--- src/sv/breath_phase_detector_assert.svh ---
// Assertion macros for the breath phase detector.
// Used inside modules that have aclk and aresetn in scope; no other dependency.
`ifndef BREATH_PHASE_DETECTOR_ASSERT_SVH
`define BREATH_PHASE_DETECTOR_ASSERT_SVH

// Consequent must hold in the same cycle as the antecedent.
`define BPD_ASSERT_NOW(lbl, ante, cons, msg) \
    lbl: assert property (@(posedge aclk) disable iff (!aresetn) (ante) |-> (cons)) \
        else $error(msg);

// Consequent must hold in the cycle after the antecedent.
`define BPD_ASSERT_NEXT(lbl, ante, cons, msg) \
    lbl: assert property (@(posedge aclk) disable iff (!aresetn) (ante) |=> (cons)) \
        else $error(msg);

`endif

--- src/sv/bpd_pkg.sv ---
// Types and constants for the breath phase detector.
// No dependencies; imported by breath_phase_detector and its testbench.
`timescale 1ns / 1ps

package bpd_pkg;

    typedef enum logic [1:0] {
        PH_IDLE = 2'd0,
        PH_IN   = 2'd1,
        PH_OUT  = 2'd2,
        PH_HOLD = 2'd3
    } phase_t;

    typedef enum logic [2:0] {
        ST_IDLE,
        ST_CLASS,
        ST_PREP,
        ST_DIV,
        ST_FOLD,
        ST_EMIT
    } state_t;

    typedef enum logic [1:0] {
        REG_INTAKE    = 2'd0,
        REG_OUTFLOW   = 2'd1,
        REG_TIMEOUT   = 2'd2,
        REG_STABILITY = 2'd3
    } reg_idx_t;

    localparam int DELTA_W  = 16;
    localparam int STAMP_W  = 32;
    localparam int MEAN_W   = 32;
    localparam int TOTAL_W  = 16;
    localparam int THR_W    = 16;
    localparam int STAB_W   = 15;
    localparam int ADDR_W   = 4;
    localparam int DIV_STEPS = MEAN_W;
    localparam int STEP_W   = $clog2(DIV_STEPS);

    localparam logic signed [THR_W-1:0] INTAKE_RESET  = -16'sd32;
    localparam logic signed [THR_W-1:0] OUTFLOW_RESET = 16'sd32;
    localparam logic [THR_W-1:0]        TIMEOUT_RESET = 16'd3000;
    localparam logic [STAB_W-1:0]       STAB_RESET    = 15'd16;

endpackage

--- src/sv/breath_phase_detector.sv ---
// An accepted item passes through classification and then emission; a sample that counts a
// breath also passes through divider preparation, the divide and the fold into the mean.
// No new item is taken until the result is loaded into the output register, which waits while
// a result is still held; the 32-step bit-serial divider folds the cycle time into the mean.
// Reset (aresetn, synchronous): phase idle, last-change time, count and mean zero, registers at defaults.
// Timing and classification registers (bpd_pkg) and assertion macros (assert header).
`timescale 1ns / 1ps
`include "breath_phase_detector_assert.svh"

module breath_phase_detector
    import bpd_pkg::*;
#(
    parameter int TIME_BITS  = 32,
    parameter int COUNT_BITS = 16
) (
    input  logic                 aclk,
    input  logic                 aresetn,
    // configuration port
    input  logic                 psel,
    input  logic                 penable,
    input  logic                 pwrite,
    input  logic [ADDR_W-1:0]    paddr,
    input  logic [31:0]          pwdata,
    output logic [31:0]          prdata,
    output logic                 pready,
    // input items
    input  logic                 s_tvalid,
    output logic                 s_tready,
    input  logic [47:0]          s_tdata,   // pressure_delta[15:0], now_ms[47:16]
    input  logic                 s_tuser,   // func
    // result items
    output logic                 m_tvalid,
    input  logic                 m_tready,
    output logic [55:0]          m_tdata    // phase[1:0], breath_total[17:2],
                                            // mean_cycle_ms[49:18], breath_counted[50]
);

    // Configuration registers
    logic signed [THR_W-1:0] intake_thr_reg;
    logic signed [THR_W-1:0] outflow_thr_reg;
    logic [THR_W-1:0]        timeout_reg;
    logic [STAB_W-1:0]       stability_reg;
    logic                    cfg_we;
    reg_idx_t                cfg_idx;

    assign pready  = 1'b1;
    assign cfg_we  = psel && penable && pwrite;
    assign cfg_idx = reg_idx_t'(paddr[3:2]);

    always_ff @(posedge aclk) begin
        if (!aresetn) begin
            intake_thr_reg  <= INTAKE_RESET;
            outflow_thr_reg <= OUTFLOW_RESET;
            timeout_reg     <= TIMEOUT_RESET;
            stability_reg   <= STAB_RESET;
        end else if (cfg_we) begin
            unique case (cfg_idx)
                REG_INTAKE:    intake_thr_reg  <= pwdata[THR_W-1:0];
                REG_OUTFLOW:   outflow_thr_reg <= pwdata[THR_W-1:0];
                REG_TIMEOUT:   timeout_reg     <= pwdata[THR_W-1:0];
                REG_STABILITY: stability_reg   <= pwdata[STAB_W-1:0];
                default: ;
            endcase
        end
    end

    always_comb begin
        unique case (cfg_idx)
            REG_INTAKE:    prdata = {16'd0, intake_thr_reg};
            REG_OUTFLOW:   prdata = {16'd0, outflow_thr_reg};
            REG_TIMEOUT:   prdata = {16'd0, timeout_reg};
            REG_STABILITY: prdata = {17'd0, stability_reg};
            default:       prdata = 32'd0;
        endcase
    end

    // Control and datapath state
    state_t                  state_reg, state_next;
    phase_t                  phase_reg;
    logic [TIME_BITS-1:0]    last_change_reg;
    logic [COUNT_BITS-1:0]   count_reg;
    logic [MEAN_W-1:0]       mean_reg;
    logic                    m_tvalid_reg;

    logic                    func_reg;
    logic signed [DELTA_W-1:0] delta_reg;
    logic [TIME_BITS-1:0]    now_reg;
    logic [TIME_BITS-1:0]    elapsed_reg;
    logic                    counted_reg;
    logic [MEAN_W-1:0]       cyc_reg;
    logic                    sub_reg;
    logic [MEAN_W-1:0]       dvd_reg;
    logic [COUNT_BITS-1:0]   rem_reg;
    logic [STEP_W-1:0]       step_reg;

    phase_t                  out_phase_reg;
    logic [TOTAL_W-1:0]      out_total_reg;
    logic [MEAN_W-1:0]       out_mean_reg;
    logic                    out_counted_reg;

    // Timestamp taken modulo 2^TIME_BITS
    logic [63:0]             now_wide;
    logic [TIME_BITS-1:0]    now_in;
    assign now_wide = {32'd0, s_tdata[DELTA_W +: STAMP_W]};
    assign now_in   = now_wide[TIME_BITS-1:0];

    // Classification
    logic [DELTA_W:0]        delta_x;
    logic [DELTA_W:0]        mag;
    logic                    is_in, is_out, quiet, stable;
    phase_t                  phase_new;
    logic                    changed;
    logic                    count_breath;
    logic [63:0]             el_wide;
    logic [MEAN_W-1:0]       cyc_sat;

    assign delta_x = {delta_reg[DELTA_W-1], delta_reg};
    assign mag     = delta_reg[DELTA_W-1] ? ((DELTA_W+1)'(0) - delta_x) : delta_x;
    assign is_in   = delta_reg < intake_thr_reg;
    assign is_out  = delta_reg > outflow_thr_reg;
    assign quiet   = elapsed_reg > TIME_BITS'(timeout_reg);
    assign stable  = mag < (DELTA_W+1)'(stability_reg);

    always_comb begin
        if (is_in) begin
            phase_new = PH_IN;
        end else if (is_out) begin
            phase_new = PH_OUT;
        end else if (quiet && stable) begin
            phase_new = PH_HOLD;
        end else begin
            phase_new = PH_IDLE;
        end
    end

    assign changed      = phase_new != phase_reg;
    assign count_breath = changed && (phase_reg == PH_OUT) && (phase_new == PH_IN)
                          && !(&count_reg);

    // A cycle longer than the mean can hold is clipped to its largest value.
    assign el_wide = 64'(elapsed_reg);
    assign cyc_sat = (|el_wide[63:MEAN_W]) ? '1 : el_wide[MEAN_W-1:0];

    // Restoring division, one quotient bit per cycle; quotient shifts into dvd_reg.
    logic [COUNT_BITS:0]     trial;
    logic                    trial_ok;
    logic [COUNT_BITS:0]     trial_diff;
    logic                    rem_nz;
    assign trial      = {rem_reg, dvd_reg[MEAN_W-1]};
    assign trial_ok   = trial >= {1'b0, count_reg};
    assign trial_diff = trial - {1'b0, count_reg};
    assign rem_nz     = |rem_reg;

    // Handshake and sequencing
    logic out_free;
    logic out_load;
    logic div_last;

    assign out_free = !m_tvalid_reg || m_tready;
    assign div_last = step_reg == STEP_W'(DIV_STEPS - 1);

    always_comb begin
        state_next = state_reg;
        unique case (state_reg)
            ST_IDLE:  if (s_tvalid) state_next = ST_CLASS;
            ST_CLASS: begin
                if (!func_reg && count_breath) begin
                    state_next = ST_PREP;
                end else begin
                    state_next = ST_EMIT;
                end
            end
            ST_PREP:  state_next = ST_DIV;
            ST_DIV:   if (div_last) state_next = ST_FOLD;
            ST_FOLD:  state_next = ST_EMIT;
            ST_EMIT:  if (out_free) state_next = ST_IDLE;
            default:  state_next = ST_IDLE;
        endcase
    end

    always_comb begin
        s_tready = state_reg == ST_IDLE;
        out_load = (state_reg == ST_EMIT) && out_free;
    end

    always_ff @(posedge aclk) begin
        if (!aresetn) begin
            state_reg       <= ST_IDLE;
            phase_reg       <= PH_IDLE;
            last_change_reg <= '0;
            count_reg       <= '0;
            mean_reg        <= '0;
            m_tvalid_reg    <= 1'b0;
        end else begin
            state_reg <= state_next;
            if (out_load) begin
                m_tvalid_reg <= 1'b1;
            end else if (m_tready) begin
                m_tvalid_reg <= 1'b0;
            end
            if (state_reg == ST_CLASS) begin
                if (func_reg) begin
                    count_reg <= '0;
                    mean_reg  <= '0;
                end else begin
                    phase_reg <= phase_new;
                    if (changed) last_change_reg <= now_reg;
                    if (count_breath) count_reg <= count_reg + 1'b1;
                end
            end
            if (state_reg == ST_FOLD) begin
                if (sub_reg) begin
                    mean_reg <= mean_reg - dvd_reg - MEAN_W'(rem_nz);
                end else begin
                    mean_reg <= mean_reg + dvd_reg;
                end
            end
        end
    end

    always_ff @(posedge aclk) begin
        if (s_tvalid && s_tready) begin
            func_reg    <= s_tuser;
            delta_reg   <= s_tdata[DELTA_W-1:0];
            now_reg     <= now_in;
            elapsed_reg <= now_in - last_change_reg;
        end
        if (state_reg == ST_CLASS) begin
            counted_reg <= !func_reg && count_breath;
            cyc_reg     <= cyc_sat;
        end
        if (state_reg == ST_PREP) begin
            sub_reg  <= cyc_reg < mean_reg;
            dvd_reg  <= (cyc_reg < mean_reg) ? (mean_reg - cyc_reg) : (cyc_reg - mean_reg);
            rem_reg  <= '0;
            step_reg <= '0;
        end
        if (state_reg == ST_DIV) begin
            dvd_reg  <= {dvd_reg[MEAN_W-2:0], trial_ok};
            rem_reg  <= trial_ok ? trial_diff[COUNT_BITS-1:0] : trial[COUNT_BITS-1:0];
            step_reg <= step_reg + 1'b1;
        end
        if (out_load) begin
            out_phase_reg   <= phase_reg;
            out_total_reg   <= TOTAL_W'(count_reg);
            out_mean_reg    <= mean_reg;
            out_counted_reg <= counted_reg;
        end
    end

    assign m_tvalid = m_tvalid_reg;
    assign m_tdata  = {5'd0, out_counted_reg, out_mean_reg, out_total_reg, out_phase_reg};

    // Checks
    `BPD_ASSERT_NEXT(a_accept_busy, s_tvalid && s_tready, !s_tready, "accepted item while busy")
    `BPD_ASSERT_NOW(a_div_nonzero, state_reg == ST_DIV, count_reg != '0, "division by zero count")
    `BPD_ASSERT_NOW(a_fold_no_underflow, (state_reg == ST_FOLD) && sub_reg, (33'(dvd_reg) + 33'(rem_nz)) <= 33'(mean_reg), "mean would underflow")
    `BPD_ASSERT_NOW(a_counted_in, m_tvalid_reg && out_counted_reg, out_phase_reg == PH_IN, "breath counted outside in phase")

endmodule

--- config.mk ---
export PLATFORM = sky130hd
export DESIGN_NAME = breath_phase_detector
export DESIGN_NICKNAME = d
export VERILOG_FILES = /design/src/sv/bpd_pkg.sv /design/src/sv/breath_phase_detector.sv
export VERILOG_INCLUDE_DIRS = /design/src /design/src/sv
export SDC_FILE = /design/constraint.sdc
export NUM_CORES = 1
export LEC_CHECK = 0
export ABC_AREA = 1
export BUFFER_PORTS_ARGS = -buffer_cell sky130_fd_sc_hd__clkbuf_2
export CAP_MARGIN = 20
export CORE_MARGIN = 3
export CORE_UTILIZATION = 32
export DETAILED_ROUTE_END_ITERATION = 12
export PLACE_DENSITY = 0.51
export SYNTH_ARGS = -nofsm -noshare
export SYNTH_HDL_FRONTEND = slang
export SYNTH_SLANG_ARGS = --single-unit
--- constraint.sdc ---
create_clock -name aclk -period 8.93 [get_ports aclk]
set_clock_uncertainty 0.1 [all_clocks]
set_input_delay 0.4465 -clock aclk [delete_from_list [all_inputs] [get_ports aclk]]
set_output_delay 0.4465 -clock aclk [all_outputs]
set_load 0.1 [all_outputs]
==> results.sh, run 1 <==
export IMPL_status="finished, final reports clean"
export IMPL_leakage_nw=13.3
export IMPL_rsz0062_at_grt="no"
export IMPL_yosys_register_bits=368
export IMPL_cts_root_buf="clkbuf_16"
export IMPL_path_max_fanout=64
export IMPL_grt_first_pass_wirelength_mm=129
export IMPL_htree_levels=2
export IMPL_detail_route_iter0_violations=1466
export IMPL_critPathSlowestCell="nand3_4"
export IMPL_instances_no_fill=4801
export IMPL_arrival_ns=4.81
export IMPL_antenna_found_initial=0
export IMPL_tightest_slew_ns=0.987
export IMPL_track_usage_pct=19.0
export IMPL_grt_ovfl_total=0
export IMPL_gp_congestion=0.931
export IMPL_die_w_um=295
export IMPL_synth_avg_cell_area_um2=7.53
export IMPL_die_area_mm2=0.0868
export IMPL_synth_edf_count=219
export IMPL_critPathBufInv=5
export IMPL_drtPass1Iterations=7
export IMPL_syn_area_mm2=0.0266
export IMPL_die_h_um=295
export IMPL_synth_top_area_share_pct=24.7
export IMPL_async_flop_share_pct=0
export IMPL_yosys_most_used_dff="edfxtp_1"
export IMPL_crit_path_end_kind="flip-flop"
export IMPL_path_cells="inv_1 > ha_1 > inv_1 > nor2_1 > inv_1 > nor3_1 > inv_1 > nor3_1 > nand3_1 > o31ai_1 > xnor2_1 > ha_1 > a21oi_1 > o211ai_1 > inv_1 > nand2_1 > nor2_2 > nand3_1 > nand2_1 > nand2_1 > nand2_1 > nand3_4 > a21oi_1 > nor2_1"
export IMPL_dpl_instance_area_mm2=0.0284
export IMPL_fin_area_mm2=0.0304
export IMPL_slew_viol_final=0
export IMPL_drc_errors=0
export IMPL_n_antenna_cell=0
export IMPL_path_class="reg2reg"
export IMPL_required_ns=9.31
export IMPL_finalCriticalPeriod_ns=4.44
export IMPL_cpPeakStageDelay_ns=0.53
export IMPL_hpwl_mm=66.6
export IMPL_cp_common_cell="inv_1"
export IMPL_syn2layout_area_growth_pct=14.0
export IMPL_hold_class="in2reg"
export IMPL_yosys_warnings=0
export IMPL_clkTransAtPathRegs_ns=0.05
export IMPL_ant_nets=0
export IMPL_cts_made_buffers=46
export IMPL_synth_largest_area_cell="edfxtp_1"
export IMPL_place_inst=4667
export IMPL_wirelength_mm=84.1
export IMPL_finalCritPeriodShare_pct=49.7
export IMPL_synth_top_cells_by_area="edfxtp_1 (25%), ha_1 (12%), dfxtp_1 (11%)"
export IMPL_startpoint_type="flip-flop"
export IMPL_finalSetupViolCount=0
export IMPL_final_nets=4058
export IMPL_slew_limit_headroom_pct=34.0
export IMPL_start_util_pct=32.4
export IMPL_row_count=105
export IMPL_final_hold_viol_count=0
export IMPL_vias=23500
export IMPL_ys_seq_area_share_pct=35.9
export IMPL_clock_sinks=368
export IMPL_ys_types=56
export IMPL_fmax_mhz=225
export IMPL_ir_drop_mv=0.147
export IMPL_coreArea_mm2=0.0822
export IMPL_io_pins=183
export IMPL_place_port_buffers=142
export IMPL_cts_tree="yes"
export IMPL_drv_cap=0
export IMPL_grt_pass1_vias=22500
export IMPL_setup_ws_ns=4.49
export IMPL_post_drt_wl_per_cell_um=17.5
export IMPL_vias_per_cell=4.90
export IMPL_cts_path_max_buffers=3
export IMPL_cpLargestDelayFamily="simple AND/OR/NAND/NOR gates"
export IMPL_pwr_density_cell_mw_per_mm2=172
export IMPL_holdWs_ns=0.0201
export IMPL_fin_setup_tns_ns=0
export IMPL_post_place_ws_ns=4.49
export IMPL_grt_max_degree=79
export IMPL_clkLatencyLatePin_ns=0.60
export IMPL_drive_above_1_share_pct=7.69
export IMPL_syn_inst=3537
[power breakdown]
part | leakage (nW) | internal [mW] | switching (mW)
Sequential | 3.29 | 1.94 | 0.0824
Clock | 0.761 | 1.12 | 0.784
Combinational | 9.24 | 0.406 | 0.900
[cell families after synthesis]
kind of cell    after synthesis  synth area share [%]
compound gates              836                  17.4
xor+xnor                    122                  4.01
fa+ha+maj                   273                  13.0
buf+inv                     659                  9.91
flops                       368                  35.9
other cells                   2                0.0282
simple gates               1277                  19.8
[what timing repair did]
item                      CTS  global route
setup buffers               0             0
hold buffers               48             0
gates resized for setup     0             0
hold endpoints to repair   48             0
[cell usage after synthesis, drive strengths merged, types with 60 or more instances]
master,instances
nand2,675
ha,266
buf,60
a21oi,402
inv,538
dfxtp,149
xor2,82
o21ai,256
clkbuf,60
edfxtp,219
nand3,183
nor2,330
[cell type report]
cell class / instances / area [µm²]
tap: 1070 / 1340
multi-input combinational: 2530 / 14600
inverter: 539 / 2020
clock buffer: 55 / 1200
sequential: 368 / 9560
fill: 8727 / 51900
clock inverter: 31 / 337
timing repair buffer: 208 / 1350
[through the flow]
stage	util, %	power [mW]
global route	36.9	5.53
floorplan	-	3.00
detailed placement	34.5	3.34
finish	36.9	5.24
CTS	36.9	5.29
global placement	34.4	3.34
[placed cells by master, fill, tap and decap left out, types with 9 or more instances in the layout]
cell,synthesis,layout
xnor2_1,40,40
nor3_1,34,33
nor2_1,325,321
conb_1,2,22
o211ai_1,36,36
nand4_1,23,23
a21oi_1,398,397
clkinv_2,0,13
nand2_1,673,672
a31oi_1,37,37
o21bai_1,24,24
o21a_1,12,12
ha_1,266,266
nor4_1,12,12
buf_4,24,18
o21ai_0,228,228
clkbuf_2,4,141
dfxtp_1,149,149
xor2_1,82,82
inv_2,18,18
dlygate4sd3_1,0,48
clkbuf_16,0,46
edfxtp_1,219,219
nand3_1,180,180
a21boi_0,9,9
inv_1,520,520
a21o_1,26,26
o21ai_1,27,27
[final timing paths]
check | to | start | depth (start not counted) | slack, ns
setup / recovery | last_change_reg[25]$_SDFFE_PN0P_ | delta_reg[1]$_DFFE_PP_ | 24 | 4.49
hold / removal | now_reg[24]$_DFFE_PP_ | s_tdata[40] | 1 | 0.02
setup reg to reg | last_change_reg[25]$_SDFFE_PN0P_ | delta_reg[1]$_DFFE_PP_ | 24 | 4.49
hold reg to reg | cyc_reg[16]$_DFFE_PP_ | cyc_sat[16]$_DFFE_PP_ | 0 | 0.35
[routing by layer]
| metal | part of all wire [%] | GRT usage, % | up-vias |
|---|---|---|---|
| met1 | 49 | 27.5 | 10800 |
| met3 | 3.8 | 1.85 | 128 |
| li1 | - | - | 12100 |
| met5 | 0 | 0 | - |
| met2 | 44 | 29.9 | 492 |
| met4 | 2.8 | 5.59 | 0 |
Note: power is estimated with default switching activity, not from simulation.
==> run 2: changes to the inputs <==
Settings changed: ABC_AREA 1 to 0, PLACE_DENSITY 0.51 to 0.52.
Clock period 8.93 ns to 3.7 ns, I/O delays scaled along.
==> results.sh, run 2 <==
export IMPL_die_h_um=285
export IMPL_htree_levels=2
export IMPL_startpoint_type="flip-flop"
export IMPL_clock_sinks=368
export IMPL_fmax_mhz=237
export IMPL_place_port_buffers=142
export IMPL_cts_made_buffers=44
export IMPL_arrival_ns=4.59
export IMPL_cts_root_buf="clkbuf_16"
export IMPL_vias=20800
export IMPL_detail_route_iter0_violations=1382
export IMPL_path_class="reg2reg"
export IMPL_timing_rr_start="rem_reg[4]$_SDFFCE_PN0P_"
export IMPL_grt_max_degree=69
export IMPL_ir_drop_mv=0.337
export IMPL_instances_no_fill=4170
export IMPL_gp_congestion=0.906
export IMPL_violations="negative setup slack"
export IMPL_yosys_warnings=0
export IMPL_r2r_cells=17
export IMPL_synth_largest_area_cell="edfxtp_1"
export IMPL_slew_viol_final=0
export IMPL_hpwl_mm=58.0
export IMPL_grt_ovfl_total=0
export IMPL_die_w_um=285
export IMPL_r2r_end="mean_reg[28]$_SDFFE_PN0P_"
export IMPL_yosys_most_used_dff="edfxtp_1"
export IMPL_synth_edf_count=219
export IMPL_clkTransAtPathRegs_ns=0.06
export IMPL_pwr_density_cell_mw_per_mm2=434
export IMPL_hp_start="s_tdata[15]"
export IMPL_final_cell_mix="inv_1 (280), ha_1 (262), nand2_1 (249), buf_4 (239), edfxtp_1 (219)"
export IMPL_slew_limit_headroom_pct=34.5
export IMPL_syn_area_mm2=0.0250
export IMPL_cts_tree="yes"
export IMPL_row_count=101
export IMPL_cts_path_max_buffers=3
export IMPL_status="finished with violations"
export IMPL_async_flop_share_pct=0
export IMPL_multi_input_comb_area_mm2=0.0146
export IMPL_tightest_slew_ns=0.958
export IMPL_wirelength_mm=75.3
export IMPL_finalCriticalPeriod_ns=4.22
export IMPL_start_util_pct=32.6
export IMPL_crit_path_end_kind="flip-flop"
export IMPL_place_inst=3990
export IMPL_final_hold_viol_count=0
export IMPL_finalSetupViolCount=51
export IMPL_synth_avg_cell_area_um2=9.31
export IMPL_n_fill_cell=7548
export IMPL_seqCellArea_mm2=0.00956
export IMPL_ant_nets=0
export IMPL_post_drt_wl_per_cell_um=18.0
export IMPL_vias_per_cell=4.98
export IMPL_synth_common_cells="inv_1 (282), ha_1 (266), nand2_1 (253)"
export IMPL_min_path_cells=2
export IMPL_ys_seq_area_share_pct=38.3
export IMPL_drc_errors=0
export IMPL_yosysMostFrequentCell="inv_1"
export IMPL_grt_first_pass_wirelength_mm=118
export IMPL_leakage_nw=13.1
export IMPL_track_usage_pct=18.1
export IMPL_coreArea_mm2=0.0766
export IMPL_yosys_register_bits=368
export IMPL_drive_above_1_share_pct=20.0
export IMPL_finalCritPeriodShare_pct=114
export IMPL_syn2layout_area_growth_pct=27.2
export IMPL_die_area_mm2=0.0814
export IMPL_ys_types=90
export IMPL_drtPass1Iterations=5
export IMPL_clkLatencyLatePin_ns=0.59
export IMPL_setup_ws_ns=-0.518
export IMPL_synth_top_cells_by_area="edfxtp_1 (26%), ha_1 (13%), dfxtp_1 (12%)"
export IMPL_required_ns=4.07
export IMPL_final_nets=3468
export IMPL_power_mw=13.8
export IMPL_drv_cap=0
export IMPL_syn_inst=2682
export IMPL_grt_pass1_vias=21000
export IMPL_hold_class="in2reg"
export IMPL_rrSetupSlack_ns=-0.52
export IMPL_synth_top_area_share_pct=26.3
export IMPL_fin_setup_tns_ns=-17.37
export IMPL_path_max_fanout=2
export IMPL_final_common_cell="inv_1"
export IMPL_hold_path_end="delta_reg[15]$_DFFE_PP_"
export IMPL_io_pins=183
export IMPL_antenna_found_initial=0
export IMPL_rsz0062_at_grt="yes"
-- run 2: cell types whose count changed in the layout (fill, tap and decap cells not counted), moves of 65 or more --
cell,change
a21o_1,+65
a21oi_1,-229
buf_4,+221
inv_1,-240
nand2_1,-423
nand3_1,-150
nor2_1,-171
nor2b_1,+77
o21ai_0,-126
-- run 2: logic make-up (layout without fill, tap and decap cells) --
logic type      after synthesis  in the layout  synth area share (%)
compound gates              701            701                  18.4
xor+xnor                    134            134                  4.70
fa+ha+maj                   273            273                  13.9
buf+inv                     399            835                  6.65
flops                       368            368                  38.3
mux                          81             81                  4.03
other cells                   2             23                0.0301
simple gates                724            725                  14.0
-- run 2: worst max path at each step --
stage | start | to | cells after the start | slack [ns]
after floorplan | rem_reg[3]$_SDFFCE_PN0P_ | mean_reg[28]$_SDFFE_PN0P_ | 17 | -0.13
after global placement | rem_reg[11]$_SDFFCE_PN0P_ | mean_reg[31]$_SDFFE_PN0P_ | 17 | -0.61
after detailed placement | delta_reg[0]$_DFFE_PP_ | last_change_reg[15]$_SDFFE_PN0P_ | 15 | -0.69
after CTS | rem_reg[4]$_SDFFCE_PN0P_ | mean_reg[28]$_SDFFE_PN0P_ | 18 | -0.47
after global routing | rem_reg[4]$_SDFFCE_PN0P_ | mean_reg[28]$_SDFFE_PN0P_ | 18 | -0.72
final | rem_reg[4]$_SDFFCE_PN0P_ | mean_reg[28]$_SDFFE_PN0P_ | 17 | -0.52
-- run 2: routing by layer --
| layer | global-route usage [%] | wire length, µm | vias to the layer above |
|---|---|---|---|
| met5 | 0 | 0 | - |
| met1 | 25.2 | 35500 | 9852 |
| met4 | 5.28 | 2030 | 0 |
| li1 | - | - | 10300 |
| met2 | 29.4 | 34600 | 478 |
| met3 | 2.13 | 3050 | 106 |
-- run 2: cell type report --
class,count,area share [%]
Antenna cell,1,0.00788
Clock buffer,51,3.75
Clock inverter,31,1.60
Inverter,283,3.35
Multi-Input combinational cell,1936,46.0
Sequential cell,368,30.1
Tap cell,1030,4.06
Timing Repair Buffer,470,11.1
-- run 2: what timing repair did --
action,in CTS,in global routing
pin swaps,26,60
setup endpoints to repair,67,101
hold buffers,68,0
cloned,1,1
hold endpoints to repair,127,0
buffers inserted,15,15
resized for setup,55,110
-- run 2: power by group --
group | total [mW] | internal (mW) | switching [mW]
clock network | 5.05 | 3.22 | 1.83
registers | 4.85 | 4.71 | 0.146
logic | 3.88 | 1.62 | 2.26
total | 13.8 | 9.55 | 4.23
-- run 2: critical path, cell delays in order (launching register included) --
cell      delay, ns
edfxtp_1       0.44
nor4_4         0.35
nand4_1        0.16
fa_1           0.54
ha_2           0.20
nor2_2         0.05
fa_2           0.34
a21boi_2       0.15
o21a_1         0.20
o31ai_4        0.09
or4b_4         0.52
a21o_1         0.20
nand2_2        0.08
a22o_1         0.15
o21a_1         0.12
nor2_1         0.05
xnor2_1        0.13
a31o_2         0.24
-- run 2: through the flow --
stage	worst slack (ns)	hold WS [ns]	utilization, %	instance area, µm²
floorplan	-0.131	0.184	-	25100
global placement	-0.608	0.264	37.0	28400
detailed placement	-0.689	0.264	37.0	28400
CTS	-0.472	0.178	40.6	31100
global route	-0.720	0.203	41.4	31700
finish	-0.518	0.202	41.5	31700
